### config.mk
export PLATFORM = sky130hd
export DESIGN_NAME = tcp_rst_packet_builder_core
export DESIGN_NICKNAME = d
export VERILOG_FILES = /design/src/sv/tcprst_pkg.sv /design/src/sv/tcp_rst_packet_builder_core.sv
export VERILOG_INCLUDE_DIRS = /design/src /design/src/sv
export SDC_FILE = /design/constraint.sdc
export NUM_CORES = 1
export LEC_CHECK = 0
export BUFFER_PORTS_ARGS = -buffer_cell sky130_fd_sc_hd__buf_2
export CAP_MARGIN = 25
export CORE_AREA = 2 2 179 225
export CTS_CLUSTER_DIAMETER = 150
export DETAILED_ROUTE_END_ITERATION = 12
export DIE_AREA = 0 0 181 227
export HOLD_SLACK_MARGIN = 0.15
export PLACE_DENSITY = 0.84
export SLEW_MARGIN = 40
export SYNTH_ARGS = -nofsm -noshare
export SYNTH_HDL_FRONTEND = slang
export SYNTH_SLANG_ARGS = --single-unit
### constraint.sdc
create_clock -name i_clk -period 26.6 [get_ports i_clk]
set_input_delay 3.99 -clock i_clk [delete_from_list [all_inputs] [get_ports i_clk]]
set_output_delay 3.99 -clock i_clk [all_outputs]
set_load 0.03 [all_outputs]
### src/sv/assert_macros.svh
// Assertion macros included by the RTL core.
`ifndef ASSERT_MACROS_SVH
`define ASSERT_MACROS_SVH

// Property checked on every clock edge outside reset.
`define ASSERT_CLK(lbl, prop, msg) \
    lbl: assert property (@(posedge i_clk) disable iff (!i_rst_n) (prop)) else $error(msg);

// Antecedent in one cycle implies the consequent in the next.
`define ASSERT_NEXT(lbl, ante, cons, msg) \
    lbl: assert property (@(posedge i_clk) disable iff (!i_rst_n) (ante) |=> (cons)) else $error(msg);

`endif

### src/sv/tcprst_pkg.sv
// Constants and checksum helper for the TCP reset packet builder.
package tcprst_pkg;

    localparam int unsigned PKT_WORDS = 10;
    localparam int unsigned IDX_W     = 4;
    localparam int unsigned CFG_IDX_W = 3;

    typedef logic [IDX_W-1:0]     t_word_idx;
    typedef logic [CFG_IDX_W-1:0] t_cfg_idx;

    // register indexes on the configuration port
    localparam t_cfg_idx CFG_TTL    = 3'd0;
    localparam t_cfg_idx CFG_IDENT  = 3'd1;
    localparam t_cfg_idx CFG_WINDOW = 3'd2;
    localparam t_cfg_idx CFG_ACK    = 3'd3;

    localparam logic [7:0]  RST_TTL    = 8'd64;
    localparam logic [15:0] RST_IDENT  = 16'd1337;
    localparam logic [15:0] RST_WINDOW = 16'd5000;
    localparam logic [31:0] RST_ACK    = 32'd1;

    localparam logic [31:0] IP_WORD0   = 32'h4500_0028;
    localparam logic [7:0]  IP_PROTO   = 8'h06;
    localparam logic [15:0] TCP_LEN    = 16'h0014;
    localparam logic [15:0] TCP_OFFFLG = 16'h5004;

    localparam t_word_idx LAST_IDX = t_word_idx'(PKT_WORDS - 1);

    // fold carries twice, then invert
    function automatic logic [15:0] csum_fold(input logic [19:0] acc);
        logic [16:0] a1;
        logic [16:0] a2;
        a1 = {13'd0, acc[19:16]} + {1'b0, acc[15:0]};
        a2 = {1'b0, a1[15:0]} + {16'd0, a1[16]};
        return ~a2[15:0];
    endfunction

endpackage

### src/sv/tcp_rst_packet_builder_core.sv
// Top level: TCP reset packet builder, input register, packet register, word serializer.
// One connection tuple in, one 40-byte IPv4+TCP RST packet out as ten 32-bit big-endian
// beats (word_index 0..9, last_word on the tenth). A tuple is captured in an input
// register; both checksums are computed from it in one pass and loaded with the tuple
// into the packet register, which then drives one word per cycle while i_ready is high.
// A tuple passes the input register and then the packet register before its first word
// is offered; the next tuple is taken into the input register while the current packet
// is still being sent.
// Configuration writes take effect immediately and are expected only while idle.
`include "assert_macros.svh"

module tcp_rst_packet_builder_core (
    input  logic                    i_clk,
    input  logic                    i_rst_n,
    // configuration
    input  logic                    i_cfg_wr_en,
    input  tcprst_pkg::t_cfg_idx    i_cfg_index,
    input  logic [31:0]             i_cfg_data,
    // tuple in
    input  logic                    i_valid,
    output logic                    o_ready,
    input  logic [31:0]             i_source_ip,
    input  logic [31:0]             i_dest_ip,
    input  logic [15:0]             i_source_port,
    input  logic [15:0]             i_dest_port,
    input  logic [31:0]             i_sequence_number,
    // packet words out
    output logic                    o_valid,
    input  logic                    i_ready,
    output logic [31:0]             o_packet_word,
    output tcprst_pkg::t_word_idx   o_word_index,
    output logic                    o_last_word
);
    import tcprst_pkg::*;

    // configuration registers
    logic [7:0]  r_ttl;
    logic [15:0] r_ident;
    logic [15:0] r_window;
    logic [31:0] r_ack;

    always_ff @(posedge i_clk) begin
        if (!i_rst_n) begin
            r_ttl    <= RST_TTL;
            r_ident  <= RST_IDENT;
            r_window <= RST_WINDOW;
            r_ack    <= RST_ACK;
        end else if (i_cfg_wr_en) begin
            case (i_cfg_index)
                CFG_TTL:    r_ttl    <= i_cfg_data[7:0];
                CFG_IDENT:  r_ident  <= i_cfg_data[15:0];
                CFG_WINDOW: r_window <= i_cfg_data[15:0];
                CFG_ACK:    r_ack    <= i_cfg_data;
                default: ;
            endcase
        end
    end

    // input register
    logic        r_in_valid;
    logic [31:0] r_in_src;
    logic [31:0] r_in_dst;
    logic [15:0] r_in_sport;
    logic [15:0] r_in_dport;
    logic [31:0] r_in_seq;

    // packet register
    logic        r_pkt_valid;
    t_word_idx   r_idx;
    logic [31:0] r_src;
    logic [31:0] r_dst;
    logic [15:0] r_sport;
    logic [15:0] r_dport;
    logic [31:0] r_seq;
    logic [15:0] r_ip_csum;
    logic [15:0] r_tcp_csum;

    logic      pkt_done;
    logic      load;
    logic      out_beat;
    t_word_idx n_idx;

    assign out_beat = r_pkt_valid && i_ready;
    assign pkt_done = out_beat && (r_idx == LAST_IDX);
    assign load     = r_in_valid && (!r_pkt_valid || pkt_done);
    assign o_ready  = !r_in_valid || load;

    always_ff @(posedge i_clk) begin
        if (!i_rst_n) begin
            r_in_valid <= 1'b0;
        end else if (o_ready) begin
            r_in_valid <= i_valid;
        end
    end

    always_ff @(posedge i_clk) begin
        if (i_valid && o_ready) begin
            r_in_src   <= i_source_ip;
            r_in_dst   <= i_dest_ip;
            r_in_sport <= i_source_port;
            r_in_dport <= i_dest_port;
            r_in_seq   <= i_sequence_number;
        end
    end

    // checksums over the input register
    logic [19:0] ip_acc;
    logic [19:0] tcp_acc;

    always_comb begin
        ip_acc = {4'd0, IP_WORD0[31:16]} + {4'd0, IP_WORD0[15:0]}
               + {4'd0, r_ident} + {4'd0, r_ttl, IP_PROTO}
               + {4'd0, r_in_src[31:16]} + {4'd0, r_in_src[15:0]}
               + {4'd0, r_in_dst[31:16]} + {4'd0, r_in_dst[15:0]};
        // pseudo-header, then the TCP header with a zero checksum
        tcp_acc = {4'd0, r_in_src[31:16]} + {4'd0, r_in_src[15:0]}
                + {4'd0, r_in_dst[31:16]} + {4'd0, r_in_dst[15:0]}
                + {12'd0, IP_PROTO} + {4'd0, TCP_LEN}
                + {4'd0, r_in_sport} + {4'd0, r_in_dport}
                + {4'd0, r_in_seq[31:16]} + {4'd0, r_in_seq[15:0]}
                + {4'd0, r_ack[31:16]} + {4'd0, r_ack[15:0]}
                + {4'd0, TCP_OFFFLG} + {4'd0, r_window};
    end

    always_comb begin
        n_idx = r_idx;
        if (load) begin
            n_idx = '0;
        end else if (out_beat) begin
            n_idx = r_idx + t_word_idx'(1);
        end
    end

    always_ff @(posedge i_clk) begin
        if (!i_rst_n) begin
            r_pkt_valid <= 1'b0;
            r_idx       <= '0;
        end else begin
            r_idx <= n_idx;
            if (load) begin
                r_pkt_valid <= 1'b1;
            end else if (pkt_done) begin
                r_pkt_valid <= 1'b0;
            end
        end
    end

    always_ff @(posedge i_clk) begin
        if (load) begin
            r_src      <= r_in_src;
            r_dst      <= r_in_dst;
            r_sport    <= r_in_sport;
            r_dport    <= r_in_dport;
            r_seq      <= r_in_seq;
            r_ip_csum  <= csum_fold(ip_acc);
            r_tcp_csum <= csum_fold(tcp_acc);
        end
    end

    // word serializer
    always_comb begin
        case (r_idx)
            4'd0:    o_packet_word = IP_WORD0;
            4'd1:    o_packet_word = {r_ident, 16'h0000};
            4'd2:    o_packet_word = {r_ttl, IP_PROTO, r_ip_csum};
            4'd3:    o_packet_word = r_src;
            4'd4:    o_packet_word = r_dst;
            4'd5:    o_packet_word = {r_sport, r_dport};
            4'd6:    o_packet_word = r_seq;
            4'd7:    o_packet_word = r_ack;
            4'd8:    o_packet_word = {TCP_OFFFLG, r_window};
            4'd9:    o_packet_word = {r_tcp_csum, 16'h0000};
            default: o_packet_word = '0;
        endcase
    end

    assign o_valid      = r_pkt_valid;
    assign o_word_index = r_idx;
    assign o_last_word  = (r_idx == LAST_IDX);

    `ASSERT_CLK(a_idx_range, !r_pkt_valid || (r_idx <= LAST_IDX), "word index out of range")
    `ASSERT_NEXT(a_idx_step, out_beat && !pkt_done && !load,
        r_pkt_valid && (r_idx == $past(r_idx) + t_word_idx'(1)), "word index did not advance")
    `ASSERT_NEXT(a_load_start, load, r_pkt_valid && (r_idx == '0),
        "packet did not start at word zero")
    `ASSERT_CLK(a_no_overwrite, !(r_in_valid && r_pkt_valid && !pkt_done && load),
        "packet register overwritten mid-packet")

endmodule

== Yosys cells after proc, flatten, opt, wreduce, memory -nomap -nowiden ==
Cells that the tools add are included.

* Add/sub/neg operators: 24
* Multiply operators: 0
* Divide/modulo/power cells: 0
* $lt $le $gt $ge: 0
* Equality and inequality tests: 12
* Shift-type cells: 0
* Muxes and demuxes: 3
* Bitwise gates (word level): 3
* Reductions and logical operators: 16

{| class="wikitable"
|+ Operators by type and width
! kind !! count
|-
| one-hot mux 32 bit (10 select lines) || 1
|-
| adder 20 x 16 -> 20 bit || 9
|-
| adder 18 x 16 -> 19 bit || 2
|-
| adder 17 x 16 -> 18 bit || 2
|-
| adder 4 x 16 -> 17 bit || 2
|-
| adder 16 x 1 -> 16 bit || 2
|-
| inverter 16 bit || 2
|-
| adder 19 x 16 -> 20 bit || 1
|-
| adder 19 x 3 -> 20 bit (second input constant) || 1
|-
| adder 20 x 15 -> 20 bit (second input constant) || 1
|-
| adder 20 x 5 -> 20 bit (second input constant) || 1
|-
| adder 15 x 16 -> 17 bit (first input constant) || 1
|-
| adder 16 x 16 -> 17 bit || 1
|-
| == test 4 x 3 -> 1 bit (second input constant) || 4
|-
| == test 4 x 2 -> 1 bit (second input constant) || 2
|-
| == test 4 bit (second input constant) || 2
|-
| AND reduction 2 bit || 4
|-
| == test 3 x 2 -> 1 bit (second input constant) || 2
|-
| adder 4 x 1 -> 4 bit (second input constant) || 1
|-
| == test 4 x 1 -> 1 bit (second input constant) || 1
|-
| logical AND 1 bit || 4
|-
| logical NOT 4 bit || 1
|-
| == test 3 x 1 -> 1 bit (second input constant) || 1
|-
| logical NOT 3 bit || 1
|-
| 6 further kinds || 9
|}

* Register bits: 366
* Latch bits: 0
* Bits in writable memories: 0
* Memory bits (read-only): 0
* Input bits: 168
* Output and inout port bits: 39
* Word-level logic and storage cells: 77
* Memories kept: 0

== Logic depth before layout (Yosys ltp) ==
Gate-level depths: netlist (run 1).

* Depth in word-level cells: 16
* Gate-level depth with buffers: 40
* Gate-level depth less buffers: 40

== Worst setup path after synthesis (run 1) ==
Ideal clock, no wire load.

* Kind: input -> register
* From: input i_ready
* To: register r_idx[0], in the netlist o_word_index[0]
* Library setup time: 123 ps
* Arrival: 11837 ps
* Data required time: 26477 ps
* Path slack: 14640 ps
* Cell stages on the path: 4
* Path buffers: 0
* Cell sequence: a21boi_0 -> nor2b_1 -> nand2b_1 -> nor2_1

* Cells in the longest elaborated chain, start to end: 5

{| class="wikitable"
|+ Ends and longest elaborated chain
! element !! line !! source
|-
| start: declaration || tcp_rst_packet_builder_core.sv:29 || <nowiki>input logic i_ready,</nowiki>
|-
| logical AND 1 bit || tcp_rst_packet_builder_core.sv:83 || <nowiki>assign out_beat = r_pkt_valid && i_ready;</nowiki>
|-
| logical AND 1 bit || tcp_rst_packet_builder_core.sv:84 || <nowiki>assign pkt_done = out_beat && (r_idx == LAST_IDX);</nowiki>
|-
| logical OR 1 bit || tcp_rst_packet_builder_core.sv:85 || <nowiki>assign load = r_in_valid && (!r_pkt_valid || pkt_done);</nowiki>
|-
| logical AND 1 bit || tcp_rst_packet_builder_core.sv:85 ||
|-
| net load || tcp_rst_packet_builder_core.sv:79 || <nowiki>logic load;</nowiki>
|-
| OR reduction 2 bit (no line) || -- ||
|-
| end signal: assignment || tcp_rst_packet_builder_core.sv:139 || <nowiki>r_idx <= n_idx;</nowiki>
|-
| end: declaration || tcp_rst_packet_builder_core.sv:69 || <nowiki>t_word_idx r_idx;</nowiki>
|}

The timed path passes the listed nets, and every way through them passes these cells.
A chain may end at the register's enable or synchronous reset.

== Worst setup path after layout (run 1) ==
* From: register r_in_dst[2]
* To: register r_tcp_csum[12] (data pin)

* Cells in the longest elaborated chain, start to end: 14

{| class="wikitable"
|+ Ends and longest elaborated chain
! element !! line !! source
|-
| start: declaration || tcp_rst_packet_builder_core.sv:62 || <nowiki>logic [31:0] r_in_dst;</nowiki>
|-
| start signal: assignment || tcp_rst_packet_builder_core.sv:99 || <nowiki>r_in_dst <= i_dest_ip;</nowiki>
|-
| adder 18 x 16 -> 19 bit || tcp_rst_packet_builder_core.sv:117 || <nowiki>+ {4'd0, r_in_dst[31:16]} + {4'd0, r_in_dst[15:0]}</nowiki>
|-
| adder 19 x 3 -> 20 bit || tcp_rst_packet_builder_core.sv:118 || <nowiki>+ {12'd0, IP_PROTO} + {4'd0, TCP_LEN}</nowiki>
|-
| adder 20 x 5 -> 20 bit || tcp_rst_packet_builder_core.sv:118 ||
|-
| adder 20 x 16 -> 20 bit (2 in a row) || tcp_rst_packet_builder_core.sv:119 || <nowiki>+ {4'd0, r_in_sport} + {4'd0, r_in_dport}</nowiki>
|-
| adder 20 x 16 -> 20 bit (2 in a row) || tcp_rst_packet_builder_core.sv:120 || <nowiki>+ {4'd0, r_in_seq[31:16]} + {4'd0, r_in_seq[15:0]}</nowiki>
|-
| adder 20 x 16 -> 20 bit (2 in a row) || tcp_rst_packet_builder_core.sv:121 || <nowiki>+ {4'd0, r_ack[31:16]} + {4'd0, r_ack[15:0]}</nowiki>
|-
| adder 20 x 15 -> 20 bit || tcp_rst_packet_builder_core.sv:122 || <nowiki>+ {4'd0, TCP_OFFFLG} + {4'd0, r_window};</nowiki>
|-
| adder 20 x 16 -> 20 bit || tcp_rst_packet_builder_core.sv:122 ||
|-
| adder 4 x 16 -> 17 bit || tcprst_pkg.sv:33 || <nowiki>a1 = {13'd0, acc[19:16]} + {1'b0, acc[15:0]};</nowiki>
|-
| adder 16 x 1 -> 16 bit || tcprst_pkg.sv:34 || <nowiki>a2 = {1'b0, a1[15:0]} + {16'd0, a1[16]};</nowiki>
|-
| inverter 16 bit || tcprst_pkg.sv:35 || <nowiki>return ~a2[15:0];</nowiki>
|-
| end signal: assignment || tcp_rst_packet_builder_core.sv:156 || <nowiki>r_tcp_csum <= csum_fold(tcp_acc);</nowiki>
|-
| end: declaration || tcp_rst_packet_builder_core.sv:76 || <nowiki>logic [15:0] r_tcp_csum;</nowiki>
|}

No other way between the ends.

==> parameters.txt, run 1 <==
Parameter                              Value

Status
  Result of the run    complete, no violations

Clock network
  Clock sink count    366
  CTS Buffer Depth    3
  Setup repair bufs after CTS    0
  Number of H-tree levels    2
  Hold Buf Count CTS    0
  CTS clk-pin slew, worst paths    0.07 ns
  TritonCTS clock tree    done
  Clock root buffer    sky130_fd_sc_hd__clkbuf_16
  Number of buffers inserted during clock tree synthesis    38
  Cts repair resizes    0
  Clock latency on the worst-skew pair    0.54 ns

Synthesis
  Net count after synthesis    2189
  Number of cells produced by synthesis    1729
  Number of flip-flops and latches in the synthesized netlist    366
  Sequential fraction of the synthesis area    48.2%
  Most used standard cell by instance count after synthesis    sky130_fd_sc_hd__inv_1
  Yosys cell types    74
  Number of flops mapped to enable cells by yosys    288
  Cell type with the largest total area after synthesis    sky130_fd_sc_hd__edfxtp_1
  Async set or reset register ratio after synthesis    0%
  Commonest register cell after synthesis    sky130_fd_sc_hd__edfxtp_1
  Share of the synthesized area in the top cell type    40.9%
  Post-synthesis average cell area    12.2 um^2
  Post-synthesis cell area    21200 um^2
  Biggest area contributors in the synthesized netlist    sky130_fd_sc_hd__edfxtp_1 41%, sky130_fd_sc_hd__fa_1 19%, sky130_fd_sc_hd__dfxtp_1 7.4%
  Count of yosys warnings during synthesis    0
  Most frequent cells after synthesis    299 x sky130_fd_sc_hd__inv_1, 288 x sky130_fd_sc_hd__edfxtp_1, 197 x sky130_fd_sc_hd__fa_1

Power and ir drop
  Fraction of power consumed by the clock network    15.4%
  VDD IR-drop max    0.000140 V
  Internal power of the cells    1.98 mW
  Reg power frac    21.9%
  Overall power after layout    3.61 mW
  Sw Pwr    1.63 mW
  Total power divided by cell area    150 nW/um^2
  Fraction of power consumed by combinational cells    62.8%
  Switching Share    45.2%
  Leak    9.87 nW

Critical path
  Critical-path cell with the highest stage delay    sky130_fd_sc_hd__fa_1
  Critical path class    reg -> reg
  Cell repeated most along the worst path    sky130_fd_sc_hd__fa_1
  Worst stage delay on the critical path    0.57 ns
  Critical path endpoint category    flop
  FF-to-FF Start    r_in_dst[2]$_DFFE_PP_
  Crit start category    flop
  Critical register-to-register path endpoint    r_tcp_csum[12]$_DFFE_PP_
  Worst path required time    26.89 ns
  Worst Reg2Reg Path Length in Cells    38
  Critical path data arrival time    10.03 ns
  Internal reg-to-reg setup slack    16.85 ns
  Worst-path fanout max    5

Min path
  Worst hold path startpoint    r_in_src[8]$_DFFE_PP_
  Class of the most critical hold timing path    reg -> reg
  Number of cells on the worst hold path    0
  WHS Endpoint    r_src[8]$_DFFE_PP_

Route
  Overall routed net length    57.5 mm
  Antenna violation net count after detailed routing    0
  Routed WL per cell    23.3 um
  Number of vias in the routed layout    14500
  Violation count after the first detailed-routing iteration    1401
  Number of vias per cell after detailed routing    5.90
  Number of remaining DRC errors    0
  TritonRoute pass-1 iters    6

Die
  Effective utilization at floorplan    54.4%
  Full die area    41100 um^2
  Num ports    207
  Cell Rows    81
  Core box area    38900 um^2
  Horiz. Die Dim    181 um
  Vertical die dimension    227 um

GRT
  Largest net degree at the start of global routing    76
  Met1 track demand over resource    33.6%
  Wire length of the first global-routing pass    87.4 mm
  Number of global-route vias before repair    15600
  M3 GR Usage    4.96%
  Met2 track demand over resource in global routing    50.1%
  Global-route total usage across every layer    28.5%
  Antenna violations before repair    1
  GR peak layer    met2
  Gr ovfl total    0

Placed design
  Count of input and output buffers    206
  Global placement routability congestion    0.964
  Area after detailed placement    22800 um^2
  Setup WS pre-CTS    16.98 ns
  Placed wire-length estimate    41.8 mm

Cells and area
  Synth-to-Final Area Change    13.8%
  Final core utilization    61.9%
  Ant diodes    0
  Summed area of non-filler cells in the final layout    24100 um^2
  Layout cells sized above 1    16.1%
  Layout net count    2398

Timing
  Final hold viol count    0
  Number of endpoints failing setup at the final stage    0
  Tmin final    9.75 ns
  Count of pins over their slew limit    0
  Fmax achieved    103 MHz
  Setup slack after layout    16.85 ns
  Worst Skew    0.0152 ns
  Setup repair after global routing missed its margin    no
  Final period utilization    36.6%
  Tightest Pin Transition    0.950 ns
  Total Neg Setup Slack    0 ns
  Relative slew slack    36.5%

Run
  Reported max-cap violation count    0
## power by group through the flow
stage / sequential (mW) / combinational, mW / clock [mW]
after floorplan: 0.783 / 1.67 / 0
after global placement: 0.799 / 2.16 / 0
after detailed placement: 0.799 / 2.22 / 0
after CTS: 0.789 / 2.25 / 0.562
after global routing: 0.792 / 2.49 / 0.584
final: 0.790 / 2.27 / 0.556
## per-layer routing
metal | vias up | part of all wire [%]
li1 | 6315 | -
met5 | - | 0.012
met3 | 188 | 8.3
met2 | 826 | 51
met1 | 7202 | 36
met4 | 2 | 5.4
## per-stage QoR
step                hold WS (ns)  std cells
floorplan                  0.426       1729
global placement           0.432       2393
detailed placement         0.437       2395
CTS                        0.453       2464
global route               0.461       2465
finish                     0.455       2465
## worst max-delay path: cells and delay by family (launching register included)
kind	cells	cell delay (ns)
flops	1	0.45
buf+inv	6	0.37
simple gates	11	2.44
xor+xnor	2	0.32
fa+ha+maj	11	4.17
compound gates	8	1.74
## final cells by class
cell class / count / area, um^2
clock buffer: 49 / 1030
timing repair buffer: 222 / 1200
inverter: 299 / 1120
clock inverter: 20 / 244
fill: 2968 / 14800
tap: 498 / 623
sequential: 366 / 10200
multi-input combinational: 1011 / 9650
## logic make-up (layout without fill, tap and decap cells)
kind of cell	after synthesis	count (layout)	share of synthesized area, %
flops	366	366	48.2
fa+ha+maj	293	293	24.3
mux	3	3	0.142
xor+xnor	73	73	3.02
simple gates	356	356	7.89
compound gates	286	286	10.2
buf+inv	352	590	6.25
## placed cells by master, fill, tap and decap left out, types with 35 or more instances in the layout
| master | count |
|---|---|
| sky130_fd_sc_hd__nor2_1 | 35 |
| sky130_fd_sc_hd__fa_1 | 197 |
| sky130_fd_sc_hd__xnor2_1 | 54 |
| sky130_fd_sc_hd__clkbuf_16 | 39 |
| sky130_fd_sc_hd__a22oi_1 | 70 |
| sky130_fd_sc_hd__edfxtp_1 | 288 |
| sky130_fd_sc_hd__dfxtp_1 | 78 |
| sky130_fd_sc_hd__ha_1 | 95 |
| sky130_fd_sc_hd__buf_2 | 206 |
| sky130_fd_sc_hd__nand2_1 | 182 |
| sky130_fd_sc_hd__nand3_1 | 39 |
| sky130_fd_sc_hd__a21boi_0 | 60 |
| sky130_fd_sc_hd__inv_1 | 299 |
## worst max-delay path by stage
stage	start	endpoint	slack (ns)	depth (start not counted)
after floorplan	i_ready	o_word_index[0]$_SDFFE_PP0P_	14.64	4
after detailed placement	r_in_dst[2]$_DFFE_PP_	r_tcp_csum[12]$_DFFE_PP_	16.98	38
final	r_in_dst[2]$_DFFE_PP_	r_tcp_csum[12]$_DFFE_PP_	16.85	38
after global placement	r_in_dst[2]$_DFFE_PP_	r_tcp_csum[12]$_DFFE_PP_	17.23	38
after global routing	r_in_dst[2]$_DFFE_PP_	r_tcp_csum[12]$_DFFE_PP_	16.32	38
after CTS	r_in_dst[2]$_DFFE_PP_	r_tcp_csum[12]$_DFFE_PP_	16.95	38
## registers in the layout, summed over array words and instances (netlist names), 16 cells and up
signal	flops
r_in_src	32
r_seq	32
r_ident	16
r_dport	16
r_window	16
r_in_sport	16
r_in_seq	32
r_in_dst	32
r_dst	32
r_in_dport	16
r_tcp_csum	16
r_ack	32
r_ip_csum	16
r_sport	16
r_src	32
No activity file was read; power rests on OpenSTA's default activity.
==> inputs of run 2 (changes only) <==
clock period = 9.85 ns   (was 26.6 ns; I/O delays follow)
==> parameters.txt, run 2 (synthesis gave the netlist of run 1 again) <==
Parameter                              Value

Timing
  Final period utilization    95.3% (was 36.6%)
  Fmax achieved    107 MHz (was 103 MHz)
  Worst Skew    0.0232 ns (was 0.0152 ns)
  Number of endpoints failing setup at the final stage    0 (unchanged)
  Count of pins over their slew limit    0 (unchanged)
  Total Neg Setup Slack    0 ns (unchanged)
  Tmin final    9.39 ns (was 9.75 ns)
  Setup repair after global routing missed its margin    no (unchanged)
  Final hold viol count    0 (unchanged)
  Tightest Pin Transition    0.895 ns (was 0.950 ns)
  Relative slew slack    40.3% (was 36.5%)

Route
  Number of remaining DRC errors    0 (unchanged)
  Violation count after the first detailed-routing iteration    1528 (was 1401)
  Routed WL per cell    23.4 um (was 23.3 um)
  TritonRoute pass-1 iters    8 (was 6)
  Number of vias per cell after detailed routing    5.87 (was 5.90)
  Number of vias in the routed layout    14500 (about the same)
  Overall routed net length    57.7 mm (was 57.5 mm)
  Antenna violation net count after detailed routing    0 (unchanged)

Die
  Num ports    207 (unchanged)
  Cell Rows    81 (unchanged)
  Full die area    41100 um^2 (unchanged)
  Vertical die dimension    227 um (unchanged)
  Effective utilization at floorplan    54.4% (unchanged)
  Core box area    38900 um^2 (unchanged)
  Horiz. Die Dim    181 um (unchanged)

Clock network
  Hold Buf Count CTS    0 (unchanged)
  Clock sink count    366 (unchanged)
  Clock latency on the worst-skew pair    0.54 ns (about the same)
  CTS Buffer Depth    3 (unchanged)
  Number of buffers inserted during clock tree synthesis    38 (unchanged)
  Clock root buffer    sky130_fd_sc_hd__clkbuf_16 (unchanged)
  Number of H-tree levels    2 (unchanged)
  TritonCTS clock tree    done (unchanged)
  CTS clk-pin slew, worst paths    0.07 ns (about the same)

Cells and area
  Leading cell types in the layout, fill and taps excluded    299 x sky130_fd_sc_hd__inv_1, 288 x sky130_fd_sc_hd__edfxtp_1, 206 x sky130_fd_sc_hd__buf_2, 197 x sky130_fd_sc_hd__fa_1, 182 x sky130_fd_sc_hd__nand2_1 (unchanged)
  Layout net count    2401 (was 2398)
  Synth-to-Final Area Change    13.6% (was 13.8%)
  Finished Layout Cells    2467 (was 2465)
  Layout cells sized above 1    16.1% (about the same)
  Final core utilization    61.8% (was 61.9%)
  Most common cell after layout, fill and taps aside    sky130_fd_sc_hd__inv_1 (unchanged)
  Fill cells    2931 (was 2968)

Critical path
  Critical path data arrival time    9.68 ns (was 10.03 ns)
  Cell repeated most along the worst path    sky130_fd_sc_hd__fa_1 (unchanged)
  Worst-path fanout max    5 (unchanged)
  Crit start category    flop (unchanged)
  Critical-path cell with the highest stage delay    sky130_fd_sc_hd__fa_1 (unchanged)
  FF-to-FF Start    r_in_dst[2]$_DFFE_PP_ (unchanged)
  Critical path class    reg -> reg (unchanged)
  Worst stage delay on the critical path    0.57 ns (about the same)
  Crit path launch    r_in_dst[2]$_DFFE_PP_ (unchanged)
  Worst path required time    10.14 ns (was 26.89 ns)
  Critical path endpoint category    flop (unchanged)

Min path
  Class of the most critical hold timing path    reg -> reg (unchanged)
  Worst hold path startpoint    r_in_seq[27]$_DFFE_PP_ (was r_in_src[8]$_DFFE_PP_)

GRT
  Largest net degree at the start of global routing    127 (was 76)
  Global-route total usage across every layer    28.5% (about the same)
  Gr ovfl total    0 (unchanged)
  Number of global-route vias before repair    15500 (was 15600)
  Wire length of the first global-routing pass    87.7 mm (was 87.4 mm)
  Antenna violations before repair    2 (was 1)

Run
  Reported max-cap violation count    0 (unchanged)

Placed design
  Placed wire-length estimate    41.6 mm (was 41.8 mm)
  Count of input and output buffers    206 (unchanged)
  Global placement routability congestion    0.944 (was 0.964)
  Placed cell count    2396 (was 2395)

Status
  Result of the run    complete, no violations (unchanged)

Power and ir drop
  VDD IR-drop max    0.000425 V (was 0.000140 V)
  Total power divided by cell area    403 nW/um^2 (was 150 nW/um^2)
  Leak    9.85 nW (was 9.87 nW)
-- run 2: cell types whose count changed in the layout (fill, tap and decap cells not counted), sizes merged --
| cell | delta |
|---|---|
| clkbuf | +4 |
| buf | +3 |
| bufinv | -3 |
| inv | -2 |
| clkinvlp | -1 |
| diode | +1 |
-- run 2: power breakdown --
part	internal (mW)	switching [mW]
registers	2.03	0.105
clock network	0.809	0.604
logic	2.46	3.68
total	5.30	4.39
-- run 2: per-stage QoR --
| stage | cell area, um^2 | hold slack (ns) | total power, mW | worst slack (ns) |
|---|---|---|---|---|
| after global routing | 24100 | 0.466 | 10.4 | 0.0158 |
| final | 24100 | 0.457 | 9.69 | 0.461 |
| after global placement | 22700 | 0.433 | 7.95 | 0.423 |
| after detailed placement | 22800 | 0.437 | 8.07 | 0.316 |
| after floorplan | 21200 | 0.426 | 6.64 | 0.403 |
| after CTS | 24000 | 0.452 | 9.53 | 0.304 |
-- run 2: final cells by class --
class / instances / area (um^2) / share of cell area (%)
Multi-Input combinational cell: 1011 / 9670 / 40.2
Sequential cell: 366 / 10200 / 42.4
Timing Repair Buffer: 225 / 1230 / 5.13
Antenna cell: 1 / 2.50 / 0.0104
Clock buffer: 53 / 1070 / 4.44
Tap cell: 498 / 623 / 2.59
Clock inverter: 14 / 121 / 0.505
Inverter: 299 / 1120 / 4.67
-- run 2: timing repair --
item,CTS,global route
setup endpoints to repair,0,10
buffers inserted,0,2
endpoints found under the hold margin,0,0
resized for setup,0,3
-- run 2: final timing paths --
check             cells after the start                  endpoint  slack, ns
setup / recovery                     38  r_tcp_csum[12]$_DFFE_PP_       0.46
setup reg to reg                     38  r_tcp_csum[12]$_DFFE_PP_       0.46
hold reg to reg                       0       r_seq[27]$_DFFE_PP_       0.46
hold / removal                        0       r_seq[27]$_DFFE_PP_       0.46
-- run 2: critical path: cells and delay by family (launching register included) --
family          cells  cell delay [ns]
xor+xnor            2             0.28
buf+inv             6             0.36
compound gates      8             1.65
fa+ha+maj          11             4.16
simple gates       11             2.22
flops               1             0.44
-- run 2: routing by layer --
metal / GRT usage, % / up-vias / share of wire (%)
li1: - / 6331 / -
met5: 0 / - / 0.019
met2: 49.7 / 781 / 50
met1: 34.2 / 7158 / 36
met4: 15.2 / 2 / 5.8
met3: 4.72 / 205 / 8.0
==> inputs of run 3 (changes only) <==
CORE_AREA = 2 2 181 227   (was 2 2 179 225)
DIE_AREA = 0 0 183 229   (was 0 0 181 227)
PLACE_DENSITY = 0.86   (was 0.84)
clock period = 7.5 ns   (was 9.85 ns; I/O delays follow)
==> parameters.txt, run 3 (synthesis gave the netlist of run 1 again) <==
Parameter                              Value

Timing
  Worst Skew    0.0146 ns (was 0.0232 ns)
  Relative slew slack    40.4% (was 40.3%)
  Setup repair after global routing missed its margin    yes (was no)
  Tmin final    8.26 ns (was 9.39 ns)
  Tightest Pin Transition    0.894 ns (was 0.895 ns)
  Final hold viol count    0 (unchanged)
  Number of endpoints failing setup at the final stage    20 (was 0)
  Count of pins over their slew limit    0 (unchanged)
  Total Neg Setup Slack    -10.69 ns (was 0 ns)
  Fmax achieved    121 MHz (was 107 MHz)
  Setup slack after layout    -0.761 ns (was 0.461 ns)
  Final period utilization    110% (was 95.3%)

Critical path
  Critical path endpoint category    flop (unchanged)
  Critical path data arrival time    8.60 ns (was 9.68 ns)
  Cell repeated most along the worst path    sky130_fd_sc_hd__fa_1 (unchanged)
  Worst path required time    7.84 ns (was 10.14 ns)
  Critical path class    reg -> reg (unchanged)
  Critical-path cell with the highest stage delay    sky130_fd_sc_hd__fa_1 (unchanged)
  Worst stage delay on the critical path    0.58 ns (was 0.57 ns)
  Crit start category    flop (unchanged)
  Worst-path fanout max    4 (was 5)

Route
  Number of vias in the routed layout    15600 (was 14500)
  Antenna violation net count after detailed routing    0 (unchanged)
  Overall routed net length    61.3 mm (was 57.7 mm)
  Violation count after the first detailed-routing iteration    1519 (was 1528)
  Number of vias per cell after detailed routing    5.86 (was 5.87)
  Routed WL per cell    23.0 um (was 23.4 um)
  Number of remaining DRC errors    0 (unchanged)
  TritonRoute pass-1 iters    8 (unchanged)

Die
  Vertical die dimension    229 um (was 227 um)
  Full die area    41900 um^2 (was 41100 um^2)
  Cell Rows    82 (was 81)
  Effective utilization at floorplan    53.2% (was 54.4%)
  Num ports    207 (unchanged)
  Core box area    39800 um^2 (was 38900 um^2)
  Horiz. Die Dim    183 um (was 181 um)

Placed design
  Count of input and output buffers    206 (unchanged)
  Placed wire-length estimate    42.3 mm (was 41.6 mm)
  Setup WS pre-CTS    -0.790 ns (was 0.316 ns)
  Global placement routability congestion    0.957 (was 0.944)

Clock network
  CTS clk-pin slew, worst paths    0.06 ns (was 0.07 ns)
  TritonCTS clock tree    done (unchanged)
  Clock root buffer    sky130_fd_sc_hd__clkbuf_16 (unchanged)
  Clock latency on the worst-skew pair    0.56 ns (was 0.54 ns)
  Clock sink count    366 (unchanged)
  Number of buffers inserted during clock tree synthesis    39 (was 38)
  Number of H-tree levels    2 (unchanged)
  CTS Buffer Depth    3 (unchanged)
  Hold Buf Count CTS    0 (unchanged)

GRT
  Number of global-route vias before repair    16500 (was 15500)
  Global-route total usage across every layer    29.1% (was 28.5%)
  Wire length of the first global-routing pass    92.2 mm (was 87.7 mm)
  Antenna violations before repair    0 (was 2)
  Largest net degree at the start of global routing    162 (was 127)
  Gr ovfl total    0 (unchanged)

Cells and area
  Layout cells sized above 1    27.3% (was 16.1%)
  Layout net count    2584 (was 2401)
  Ant diodes    0 (was 1)
  Leading cell types in the layout, fill and taps excluded    288 x sky130_fd_sc_hd__inv_1, 288 x sky130_fd_sc_hd__edfxtp_1, 206 x sky130_fd_sc_hd__buf_2, 192 x sky130_fd_sc_hd__fa_1, 177 x sky130_fd_sc_hd__nand2_1 (was 299 x sky130_fd_sc_hd__inv_1, 288 x sky130_fd_sc_hd__edfxtp_1, 206 x sky130_fd_sc_hd__buf_2, 197 x sky130_fd_sc_hd__fa_1, 182 x sky130_fd_sc_hd__nand2_1)
  Final core utilization    65.7% (was 61.8%)
  Synth-to-Final Area Change    23.6% (was 13.6%)

Run
  Reported max-cap violation count    0 (unchanged)

Min path
  Class of the most critical hold timing path    reg -> reg (unchanged)

Status
  Result of the run    complete, but fails checks (was complete, no violations)
  Violated checks    setup timing
==> run 3: per-layer routing <==
| metal | track usage, % | vias to the layer above | wire length [um] |
|---|---|---|---|
| met5 | 0 | - | 0 |
| met4 | 14.2 | 0 | 3360 |
| met3 | 5.01 | 250 | 5240 |
| met2 | 50.2 | 952 | 31000 |
| met1 | 35.3 | 7692 | 21600 |
| li1 | - | 6687 | - |
==> run 3: timing repair <==
item                                    in CTS  in global routing
pin swaps                                   46                 29
setup buffers                               41                 23
endpoints found under the hold margin        0                  0
resized for setup                           61                 43
endpoints found under the setup margin      22                 28
==> run 3: stage by stage <==
step / std cells / hold slack (ns) / cell area, um^2
2_1_floorplan: 1729 / 0.426 / 21400
3_3_place_gp: 2534 / 0.431 / 24000
3_5_place_dp: 2534 / 0.436 / 24000
4_1_cts: 2641 / 0.450 / 25800
5_1_grt: 2659 / 0.457 / 26200
6_report: 2659 / 0.450 / 26200
==> run 3: layout make-up <==
class | count | area (um^2)
sequential | 366 | 10200
fill | 2732 | 13700
inverter | 299 | 1120
timing repair buffer | 407 | 2670
multi-input combinational | 1011 | 10300
clock inverter | 21 | 193
clock buffer | 51 | 1020
tap | 504 | 631
==> run 3: worst paths after layout <==
kind	startpoint	to	slack (ns)	depth (start not counted)
hold reg to reg	r_in_src[5]$_DFFE_PP_	r_src[5]$_DFFE_PP_	0.45	0
setup / recovery	r_in_dst[18]$_DFFE_PP_	r_tcp_csum[9]$_DFFE_PP_	-0.76	36
hold / removal	r_in_src[5]$_DFFE_PP_	r_src[5]$_DFFE_PP_	0.45	0
setup reg to reg	r_in_dst[18]$_DFFE_PP_	r_tcp_csum[9]$_DFFE_PP_	-0.76	36
==> run 3: critical path: cells and delay by family, from the launching register on <==
family | cells | cell delay, ns
AOI/OAI and AO/OA | 9 | 1.65
xor gates and xnor gates | 3 | 0.71
adders and majority gates | 9 | 3.55
buffers and inverters | 8 | 0.58
DFF | 1 | 0.41
muxes | 1 | 0.29
and+or+nand+nor | 6 | 0.84
Power of run 3 is left out: the tool's default activity adds up to more than one toggle a clock period on the data nets, which glitch-free logic cannot reach.
